==> src/rtl/ook_pkg.sv <==
// ook_pkg: shared types, constants and the frame symbol mapping for the
// on-off-keyed command frame encoder. No dependencies.

package ook_pkg;

  localparam int unsigned FrameBytes   = 45;
  localparam int unsigned BurstSyms    = 180;
  localparam int unsigned FrameSyms    = 2 * BurstSyms;
  localparam int unsigned PayloadBits  = 28;
  localparam int unsigned PreambleLen  = 9;
  localparam int unsigned SymLen       = 3;
  localparam int unsigned IdWidth      = 16;
  localparam int unsigned CmdWidth     = 8;
  localparam int unsigned IdxWidth     = 6;
  localparam int unsigned OutDataWidth = 16;

  localparam logic [IdxWidth-1:0]    LastIdx  = IdxWidth'(FrameBytes - 1);
  localparam logic [PreambleLen-1:0] Preamble = 9'b111000111;
  localparam logic [3:0]             Nibble   = 4'b1000;
  localparam logic [SymLen-1:0]      SymOne   = 3'b001;
  localparam logic [SymLen-1:0]      SymZero  = 3'b011;
  localparam logic [SymLen-1:0]      SymGap   = 3'b000;

  typedef logic [PayloadBits-1:0] payload_t;

  typedef struct packed {
    logic                last_byte;
    logic [IdxWidth-1:0] byte_index;
    logic [7:0]          frame_byte;
  } ook_beat_t;

  // one burst: preamble, payload twice, gap; earliest symbol in the msb
  function automatic logic [BurstSyms-1:0] build_burst(input payload_t payload);
    logic [BurstSyms-1:0] b;
    logic [SymLen-1:0]    code;
    b = '0;
    b[BurstSyms-1 -: PreambleLen] = Preamble;
    for (int j = 0; j < PayloadBits; j++) begin
      code = payload[PayloadBits-1-j] ? SymOne : SymZero;
      b[BurstSyms-1-PreambleLen-SymLen*j -: SymLen] = code;
      b[BurstSyms-1-PreambleLen-SymLen*(PayloadBits+j) -: SymLen] = code;
    end
    b[SymLen-1:0] = SymGap;
    return b;
  endfunction

  function automatic logic [7:0] pick_byte(input payload_t payload,
                                           input logic [IdxWidth-1:0] idx);
    logic [BurstSyms-1:0] burst;
    logic [FrameSyms-1:0] frm;
    logic [8:0]           top;
    burst = build_burst(payload);
    frm   = {burst, burst};
    top   = 9'(FrameSyms - 1) - {idx, 3'b000};
    return frm[top -: 8];
  endfunction

endpackage

==> src/rtl/ook_pwm_command_frame_encoder.sv <==
// ook_pwm_command_frame_encoder: top level of the command frame encoder.
// Depends on ook_pkg, ook_src and ook_out.

// Each accepted command beat yields a 360-symbol frame as 45 output beats,
// one byte per cycle while the output is not stalled, earliest symbol in the
// msb, byte_index counting 0 to 44 and tlast on the final byte. A command
// therefore holds the stepper until its byte counter reaches the last byte; the
// next command is taken in the cycle the last byte moves to the output
// register, so frames follow each other without gaps. The device id written
// on the configuration channel is sampled when a command is accepted.

module ook_pwm_command_frame_encoder (
  input  logic                               clk_i,
  input  logic                               rst_ni,
  input  logic                               cfg_valid_i,
  output logic                               cfg_ready_o,
  input  logic [ook_pkg::IdWidth-1:0]        cfg_data_i,       // device_id
  input  logic                               s_axis_tvalid_i,
  output logic                               s_axis_tready_o,
  input  logic [ook_pkg::CmdWidth-1:0]       s_axis_tdata_i,   // command_code
  output logic                               m_axis_tvalid_o,
  input  logic                               m_axis_tready_i,
  output logic [ook_pkg::OutDataWidth-1:0]   m_axis_tdata_o,   // frame_byte, byte_index
  output logic                               m_axis_tlast_o    // last_byte
);

  logic [ook_pkg::IdWidth-1:0] device_id_q;
  logic                        beat_valid;
  logic                        beat_ready;
  ook_pkg::ook_beat_t          src_beat;
  ook_pkg::ook_beat_t          out_beat;

  assign cfg_ready_o = 1'b1;

  always_ff @(posedge clk_i or negedge rst_ni) begin
    if (!rst_ni) begin
      device_id_q <= '0;
    end else if (cfg_valid_i && cfg_ready_o) begin
      device_id_q <= cfg_data_i;
    end
  end

  ook_src u_src (
    .clk_i          (clk_i),
    .rst_ni         (rst_ni),
    .device_id_i    (device_id_q),
    .in_valid_i     (s_axis_tvalid_i),
    .in_ready_o     (s_axis_tready_o),
    .command_code_i (s_axis_tdata_i),
    .beat_valid_o   (beat_valid),
    .beat_ready_i   (beat_ready),
    .beat_o         (src_beat)
  );

  ook_out u_out (
    .clk_i        (clk_i),
    .rst_ni       (rst_ni),
    .beat_valid_i (beat_valid),
    .beat_ready_o (beat_ready),
    .beat_i       (src_beat),
    .valid_o      (m_axis_tvalid_o),
    .ready_i      (m_axis_tready_i),
    .beat_o       (out_beat)
  );

  assign m_axis_tdata_o = {2'b00, out_beat.byte_index, out_beat.frame_byte};
  assign m_axis_tlast_o = out_beat.last_byte;

endmodule

==> src/rtl/ook_src.sv <==
// ook_src: holds the payload of the current command and steps through the
// 45 frame bytes. Depends on ook_pkg.

module ook_src (
  input  logic                            clk_i,
  input  logic                            rst_ni,
  input  logic [ook_pkg::IdWidth-1:0]     device_id_i,
  input  logic                            in_valid_i,
  output logic                            in_ready_o,
  input  logic [ook_pkg::CmdWidth-1:0]    command_code_i,
  output logic                            beat_valid_o,
  input  logic                            beat_ready_i,
  output ook_pkg::ook_beat_t              beat_o
);

  logic                            busy_q, busy_d;
  logic [ook_pkg::IdxWidth-1:0]    idx_q, idx_d;
  ook_pkg::payload_t               payload_q, payload_d;
  logic                            adv;
  logic                            last;
  logic                            take;

  assign last         = (idx_q == ook_pkg::LastIdx);
  assign adv          = busy_q && beat_ready_i;
  assign in_ready_o   = !busy_q || (adv && last);
  assign take         = in_valid_i && in_ready_o;
  assign beat_valid_o = busy_q;

  assign beat_o.frame_byte = ook_pkg::pick_byte(payload_q, idx_q);
  assign beat_o.byte_index = idx_q;
  assign beat_o.last_byte  = last;

  always_comb begin
    busy_d    = busy_q;
    idx_d     = idx_q;
    payload_d = payload_q;
    priority if (take) begin
      busy_d    = 1'b1;
      idx_d     = '0;
      payload_d = {device_id_i, ook_pkg::Nibble, command_code_i};
    end else if (adv) begin
      if (last) begin
        busy_d = 1'b0;
      end else begin
        idx_d = idx_q + 1'b1;
      end
    end
  end

  always_ff @(posedge clk_i or negedge rst_ni) begin
    if (!rst_ni) begin
      busy_q <= 1'b0;
      idx_q  <= '0;
    end else begin
      busy_q <= busy_d;
      idx_q  <= idx_d;
    end
  end

  always_ff @(posedge clk_i) begin
    payload_q <= payload_d;
  end

endmodule

==> src/rtl/ook_out.sv <==
// ook_out: output register stage for frame beats, decoupling the byte
// stepper from downstream stalls. Depends on ook_pkg.

module ook_out (
  input  logic                 clk_i,
  input  logic                 rst_ni,
  input  logic                 beat_valid_i,
  output logic                 beat_ready_o,
  input  ook_pkg::ook_beat_t   beat_i,
  output logic                 valid_o,
  input  logic                 ready_i,
  output ook_pkg::ook_beat_t   beat_o
);

  logic               valid_q, valid_d;
  ook_pkg::ook_beat_t beat_q;
  logic               load;

  assign beat_ready_o = !valid_q || ready_i;
  assign load         = beat_valid_i && beat_ready_o;
  assign valid_d      = load ? 1'b1 : (valid_q && !ready_i);
  assign valid_o      = valid_q;
  assign beat_o       = beat_q;

  always_ff @(posedge clk_i or negedge rst_ni) begin
    if (!rst_ni) begin
      valid_q <= 1'b0;
    end else begin
      valid_q <= valid_d;
    end
  end

  always_ff @(posedge clk_i) begin
    if (load) begin
      beat_q <= beat_i;
    end
  end

endmodule

==> config.mk <==
export PLATFORM = sky130hd
export DESIGN_NAME = ook_pwm_command_frame_encoder
export DESIGN_NICKNAME = d
export VERILOG_FILES = /design/src/rtl/ook_pkg.sv /design/src/rtl/ook_pwm_command_frame_encoder.sv /design/src/rtl/ook_src.sv /design/src/rtl/ook_out.sv
export SDC_FILE = /design/constraint.sdc
export NUM_CORES = 1
export LEC_CHECK = 0
export CAP_MARGIN = 20
export CELL_PAD_IN_SITES_DETAIL_PLACEMENT = 2
export CELL_PAD_IN_SITES_GLOBAL_PLACEMENT = 2
export CORE_MARGIN = 3
export CORE_UTILIZATION = 44
export DETAILED_ROUTE_END_ITERATION = 10
export DONT_BUFFER_PORTS = 1
export GPL_TIMING_DRIVEN = 0
export PLACE_DENSITY = 0.91
export SLEW_MARGIN = 40
export SYNTH_ARGS = -nofsm -noshare
export SYNTH_HDL_FRONTEND = slang
export SYNTH_SLANG_ARGS = --single-unit
==> constraint.sdc <==
create_clock -name clk_i -period 6.45 [get_ports clk_i]
set_clock_uncertainty 0.15 [all_clocks]
set_input_delay 0.9675 -clock clk_i [delete_from_list [all_inputs] [get_ports clk_i]]
set_output_delay 0.9675 -clock clk_i [all_outputs]
set_load 0.02 [all_outputs]
==> results of run 1 <==
==> flip-flops by register name, summed over array words and instances (netlist names) <==
signal	cells
u_src.beat_valid_o	1
u_src.idx_q	6
u_out.beat_o	15
u_src.payload_q	24
device_id_q	16
u_out.valid_o	1
==> how the worst max path moves through the flow <==
| stage | depth (start not counted) | to | slack [ns] |
|---|---|---|---|
| CTS | 12 | u_out.beat_o[4]$_DFFE_PP_ | 2.24 |
| global route | 12 | u_out.beat_o[4]$_DFFE_PP_ | 2.01 |
| floorplan | 10 | u_src.payload_q[0]$_DFFE_PP_ | 3.22 |
| finish | 12 | u_out.beat_o[4]$_DFFE_PP_ | 2.02 |
| global placement | 10 | u_src.payload_q[6]$_DFFE_PP_ | 2.39 |
| detailed placement | 12 | u_out.beat_o[4]$_DFFE_PP_ | 2.53 |
==> kinds of logic after synthesis <==
kind of cell    count (synthesis)  share of synthesized area
mux                            19                     0.0531
fa+ha+maj                       6                     0.0190
xor+xnor                       12                     0.0323
simple gates                  111                      0.133
buf+inv                        47                     0.0620
other cells                     2                    0.00190
compound gates                138                      0.251
flops                          63                      0.448
==> cell usage after synthesis (all sizes together) (4+ instances only) <==
library cell,n
a211o,6
a211oi,13
a21oi,18
a221o,4
and2,5
and3,4
buf,28
clkbuf,13
dfrtp,24
edfxtp,39
ha,6
inv,6
mux2,16
nand2,27
nand2b,5
nand3,9
nor2,31
nor3,16
o211ai,19
o21a,6
o21ai,34
o22ai,6
xnor2,6
xor2,6
==> routing by layer <==
layer / wire (µm) / vias to the layer above / GRT usage
met5: 0 / - / 0
met4: 375 / 0 / 0.108
met3: 1520 / 38 / 0.0907
met2: 8220 / 246 / 0.569
met1: 6950 / 1849 / 0.458
li1: - / 1519 / -
==> per-stage QoR <==
stage	util	hold WS [ns]
4_1_cts	0.508	0.128
5_1_grt	0.508	0.123
2_1_floorplan	-	0.270
6_report	0.508	0.140
3_5_place_dp	0.484	0.283
3_3_place_gp	0.483	0.275
==> final cells by class <==
class / count / share of cell area
buffer: 41 / 0.0521
tap: 105 / 0.0305
clock inverter: 7 / 0.0186
multi-input combinational: 289 / 0.453
inverter: 6 / 0.00524
clock buffer: 9 / 0.0288
sequential: 63 / 0.412
==> worst max-delay path, delay by kind of cell, from the launching register on <==
family / cells / cell delay, ns
buffers and inverters: 6 / 1.92
and+or+nand+nor: 1 / 0.13
adders and majority gates: 1 / 0.26
DFF: 1 / 0.50
AOI/OAI and AO/OA: 4 / 1.19
==> layout by cell type, fill, tap and decap left out, drive strengths merged, types with 5 or more instances in the layout <==
master / n
nand2b: 5
nor2: 31
xnor2: 6
nand3: 9
and2: 5
a21oi: 18
a211oi: 13
inv: 9
xor2: 6
dfrtp: 24
nand2: 27
o211ai: 19
ha: 6
clkbuf: 21
o21a: 6
edfxtp: 39
a211o: 6
buf: 29
o22ai: 6
mux2: 16
o21ai: 34
nor3: 16
==> impl_results.md, run 1 <==
- Ys async rst share: 0.381
- Worst path max stage delay: 0.59 ns
- EDFF count, synth: 39
- Synth Instances: 398
- Crit. End Element: flip-flop
- Placed cell count: 504
- Max Cap Viol: 0
- Syn avg cell area: 9.94 µm²
- CTS root buf: clkbuf_8
- WP data required: 6.40 ns
- First-pass GRT wire length: 25.8 mm
- Row count: 33
- First-pass DRT Iterations: 7
- Dominant cell type by area after synthesis: edfxtp_1
- Seq/Total Area, Yosys: 0.448
- Final Critical Period: 4.43 ns
- RD Place Congestion: 0.974
- Dpl ws: 2.53 ns
- Synth top area cells: edfxtp_1 (30%), dfrtp_1 (15%), mux2_2 (4.6%)
- Initial DRC count: 590
- Critical Path Source: u_src.idx_q[0]$_DFFE_PN0P_
- Final worst slack: 2.02 ns
- Final period util: 0.686
- Area growth syn-to-layout: 8.73%
- Post-route cell area: 0.00430 mm²
- Setup tns final: 0 ns
- Via/cell ratio: 7.02
- Antenna violations before repair: 0
- Reg2reg setup slack: 2.02 ns
- Fmax: 0.226 GHz
- YS warnings: 0
- I/O pin total: 49
- Crit path top cell by count: buf_2
- Deepest clock path buffer count: 2
- WL final: 17.1 mm
- DR vias: 3652
- RSZ-0062 raised after global routing: no
- Final Net Count: 445
- # hold bufs at CTS: 0
- Critical Path Slowest Stage Cell: clkbuf_1
- Final ANT Viol Nets: 0
- Inserted Clock Buffers: 9
- Worst reg2reg path depth: 12
- Ant diodes: 0
- # fillers: 825
- Core Footprint: 0.00846 mm²
- Slew HR: 0.464
- #FFs+latches synth: 63
- CP Class: flip-flop to flip-flop
- Main synth FF type: edfxtp_1
- Multi-input gate area: 0.00195 mm²
- Die area: 0.0102 mm²
- Placed instance area: 0.00409 mm²
- Clk sink count: 63
- Max-slew violations: 0
- Hpwl dp: 11.1 mm
- DRC viols: 0
- Tot GR Track Use: 0.350
- Initial Util: 0.467
- Clock Latency Late Sink: 0.36 ns
- Chip height: 101 µm
- Die X-Extent: 101 µm
- Yosys cell types: 64
- Layout cells sized above 1: 0.173
- Startpoint types: flip-flop
- Final Hold Viols: 0
- Number of global-route vias before repair: 3956
- Reg2reg start: u_src.idx_q[0]$_DFFE_PN0P_
- CTS tree: yes
- H-tree levels: 3
- Synth top area share: 0.296
- Final Non-Filler Cells: 520
- WP data arrival: 4.37 ns
- Register area: 0.00177 mm²
- I/O Buffers: 0
- GR Overflow Total: 0
- CTS resizes: 0
- R2R Path End: u_out.beat_o[4]$_DFFE_PP_
- Final setup violation count: 0
- Least-Margin Pin Slew: 0.805 ns
- Largest net degree at the start of global routing: 31
- Clock Pin Slew Worst Setup and Hold Paths: 0.09 ns
- Hold WC Path Type: primary input to asynchronous set/reset pin
- Drt wl/cell: 32.8 µm
- Worst Path Max Fanout: 13
- CP cell instances: buf_6, inv_1, clkbuf_1, ha_1, buf_2, buf_2, buf_1, nor2_1, o21ai_0, a21oi_1, a2bb2oi_1, o211ai_1
- Syn Std Cell Area: 0.00396 mm²
- Setup bufs post-CTS: 0
- Status: complete, no violations
Power of run 1 is left out: the tool's default activity adds up to more than one toggle a clock period on the data nets, which glitch-free logic cannot reach.
==> inputs of run 2 (changes only) <==
--- a/config.mk
+++ b/config.mk
@@ -5,15 +5,16 @@
 export SDC_FILE = /design/constraint.sdc
 export NUM_CORES = 1
 export LEC_CHECK = 0
+export ABC_AREA = 1
 export CAP_MARGIN = 20
 export CELL_PAD_IN_SITES_DETAIL_PLACEMENT = 2
 export CELL_PAD_IN_SITES_GLOBAL_PLACEMENT = 2
 export CORE_MARGIN = 3
-export CORE_UTILIZATION = 44
+export CORE_UTILIZATION = 34
 export DETAILED_ROUTE_END_ITERATION = 10
 export DONT_BUFFER_PORTS = 1
 export GPL_TIMING_DRIVEN = 0
-export PLACE_DENSITY = 0.91
+export PLACE_DENSITY = 0.82
 export SLEW_MARGIN = 40
 export SYNTH_ARGS = -nofsm -noshare
 export SYNTH_HDL_FRONTEND = slang
==> constraint.sdc (replaced) <==
create_clock -name clk_i -period 3.7 [get_ports clk_i]
set_clock_uncertainty 0.15 [all_clocks]
set_input_delay 0.555 -clock clk_i [delete_from_list [all_inputs] [get_ports clk_i]]
set_output_delay 0.555 -clock clk_i [all_outputs]
set_load 0.02 [all_outputs]
==> run 2 against run 1 <==
Net effect:
- via count is 2.5% lower
- first-iteration DRC count fell by 58%
- cell area increased by 2.9%
- area after synthesis fell by 1.3%
- register-to-register slack worse by 1.6 ns
- sequential share of layout area decreased by 1.2 points
- maximum frequency increased by 34%
- flip-flop and latch count is the same
- wire length fell by 13%
- largest cell class unchanged
- highest routed layer unchanged
==> impl_results.md, run 2 <==
- Most frequent cell after synthesis: nand2_1
- H-tree levels: 3
- Max-slew violations: 0
- Status: complete, no violations
- Synth Instances: 485
- Number of global-route vias before repair: 4019
- Dominant cell type by area after synthesis: edfxtp_1
- # fillers: 1262
- Synth top area cells: edfxtp_1 (30%), dfrtp_1 (15%), nand2_1 (15%)
- Slew HR: 0.588
- Fmax: 0.303 GHz
- #FFs+latches synth: 63
- Reg2reg start: u_src.idx_q[0]$_DFFE_PN0P_
- CTS root buf: clkbuf_16
- YS warnings: 0
- Setup bufs post-CTS: 0
- Core Footprint: 0.0110 mm²
- Clock Latency Late Sink: 0.35 ns
- Reg2reg setup slack: 0.40 ns
- Largest net degree at the start of global routing: 26
- RSZ-0062 raised after global routing: no
- CTS resizes: 0
- Worst hold slack: 0.151 ns
- Deepest clock path buffer count: 2
- Die area: 0.0128 mm²
- Drt wl/cell: 22.9 µm
- First-pass GRT wire length: 23.6 mm
- Inserted Clock Buffers: 9
- Clock Pin Slew Worst Setup and Hold Paths: 0.06 ns
- Most common cell after layout, fill and taps aside: nand2_1
- GR Overflow Total: 0
- DRC viols: 0
- Least-Margin Pin Slew: 0.618 ns
- RD Place Congestion: 0.945
- Ys async rst share: 0.381
- Post-synth top cells: nand2_1 (159), nand3_1 (97), edfxtp_1 (39)
- I/O pin total: 49
- Worst Path Max Fanout: 13
- Placed cell count: 626
- Final Net Count: 534
- Most flops, register: u_src.payload_q
- Syn avg cell area: 8.05 µm²
- Seq/Total Area, Yosys: 0.454
- R2R Path End: u_out.beat_o[7]$_DFFE_PP_
- Main synth FF type: edfxtp_1
- Setup tns final: 0 ns
- Initial Util: 0.354
- CTS tree: yes
- Ant diodes: 0
- First-pass DRT Iterations: 5
- Max Cap Viol: 0
- Final Critical Period: 3.30 ns
- Area growth syn-to-layout: 13.4%
- Max reg flops: 24
- Synth top area share: 0.300
- Final ANT Viol Nets: 0
- Startpoint types: flip-flop
- WP data required: 3.66 ns
- EDFF count, synth: 39
- Hpwl dp: 10.9 mm
- Worst reg2reg path depth: 13
- Yosys cell types: 33
- Hold path start: s_axis_tdata_i[4]
- Syn Std Cell Area: 0.00390 mm²
- Chip height: 113 µm
- Clk sink count: 63
- I/O Buffers: 0
- Via/cell ratio: 5.53
- Row count: 38
- Layout cells sized above 1: 0.161
- Hold WC Path Type: primary input to flip-flop
- Crit. End Element: flip-flop
- Initial DRC count: 245
- Final setup violation count: 0
- Die X-Extent: 113 µm
- Antenna violations before repair: 0
- Hold Path Sink: u_src.payload_q[4]$_DFFE_PP_
- Most frequent cells in the layout: nand2_1 (159), nand3_1 (97), edfxtp_1 (39)
- WL final: 14.8 mm
- Tot GR Track Use: 0.248
- WP data arrival: 3.25 ns
- Final period util: 0.891
- DR vias: 3559
- Worst hold path cell count: 0
- Final Hold Viols: 0
- CP Class: flip-flop to flip-flop
- Final Non-Filler Cells: 644
==> run 2: repair_timing <==
action	4_1_cts	5_1_grt
hold buffers	2	0
endpoints found under the hold margin	24	0
endpoints found under the setup margin	0	0
==> run 2: cell type report <==
class | count | area [µm²] | area share
Buffer | 30 | 188 | 0.0424
Clock buffer | 10 | 239 | 0.0540
Clock inverter | 6 | 67.6 | 0.0153
Inverter | 35 | 134 | 0.0302
Multi-Input combinational cell | 358 | 1820 | 0.412
Sequential cell | 63 | 1770 | 0.400
Tap cell | 140 | 175 | 0.0396
Timing Repair Buffer | 2 | 30.0 | 0.00678
==> run 2: routing by layer <==
| layer | GRT usage | part of all wire | vias up |
|---|---|---|---|
| li1 | - | - | 1630 |
| met1 | 0.313 | 0.42 | 1765 |
| met2 | 0.410 | 0.49 | 138 |
| met4 | 0.103 | 0.023 | 0 |
| met3 | 0.0583 | 0.062 | 26 |
| met5 | 0 | 0 | - |
==> run 2: metrics by stage <==
| step | instance area, µm² | setup WS (ns) | util |
|---|---|---|---|
| after floorplan | 3910 | 0.855 | - |
| after global placement | 4080 | 0.234 | 0.370 |
| after global routing | 4430 | 0.160 | 0.401 |
| after detailed placement | 4090 | 0.393 | 0.371 |
| final | 4430 | 0.405 | 0.401 |
| after CTS | 4430 | 0.371 | 0.401 |
==> run 2: worst max-delay path by stage <==
stage / endpoint / start / slack, ns / depth (start not counted)
CTS: u_src.payload_q[6]$_DFFE_PP_ / u_src.idx_q[0]$_DFFE_PN0P_ / 0.37 / 9
global route: u_src.payload_q[24]$_DFFE_PP_ / u_src.idx_q[0]$_DFFE_PN0P_ / 0.16 / 9
global placement: u_src.payload_q[2]$_DFFE_PP_ / u_src.idx_q[0]$_DFFE_PN0P_ / 0.23 / 9
finish: u_out.beat_o[7]$_DFFE_PP_ / u_src.idx_q[0]$_DFFE_PN0P_ / 0.40 / 13
floorplan: u_src.payload_q[0]$_DFFE_PP_ / u_src.idx_q[0]$_DFFE_PN0P_ / 0.86 / 9
detailed placement: u_src.payload_q[7]$_DFFE_PP_ / u_src.idx_q[0]$_DFFE_PN0P_ / 0.39 / 9
==> run 2: cells by family (layout without fill, tap and decap cells) <==
kind of cell             after synthesis  after routing  synth area share
AND/OR/NAND/NOR                      291            291             0.327
buffers and inverters                 65             83            0.0823
flip-flops                            63             63             0.454
AO/OA/AOI/OAI                         39             39            0.0529
multiplexers                          16             16            0.0461
adder cells (fa/ha/maj)                6              6            0.0192
XOR/XNOR                               3              3            0.0163
other                                  2              3           0.00192
==> run 2: critical path, stage by stage, from the launching register on <==
cell	delay (ns)
dfrtp_1	0.42
buf_4	0.19
inv_2	0.09
buf_6	0.15
buf_2	0.31
ha_1	0.29
buf_2	0.16
nand2_1	0.23
buf_2	0.30
nand2_1	0.23
o21ai_0	0.24
nand2_1	0.07
nand3_1	0.13
nand2_1	0.06
Power of run 2 is left out for the same reason.
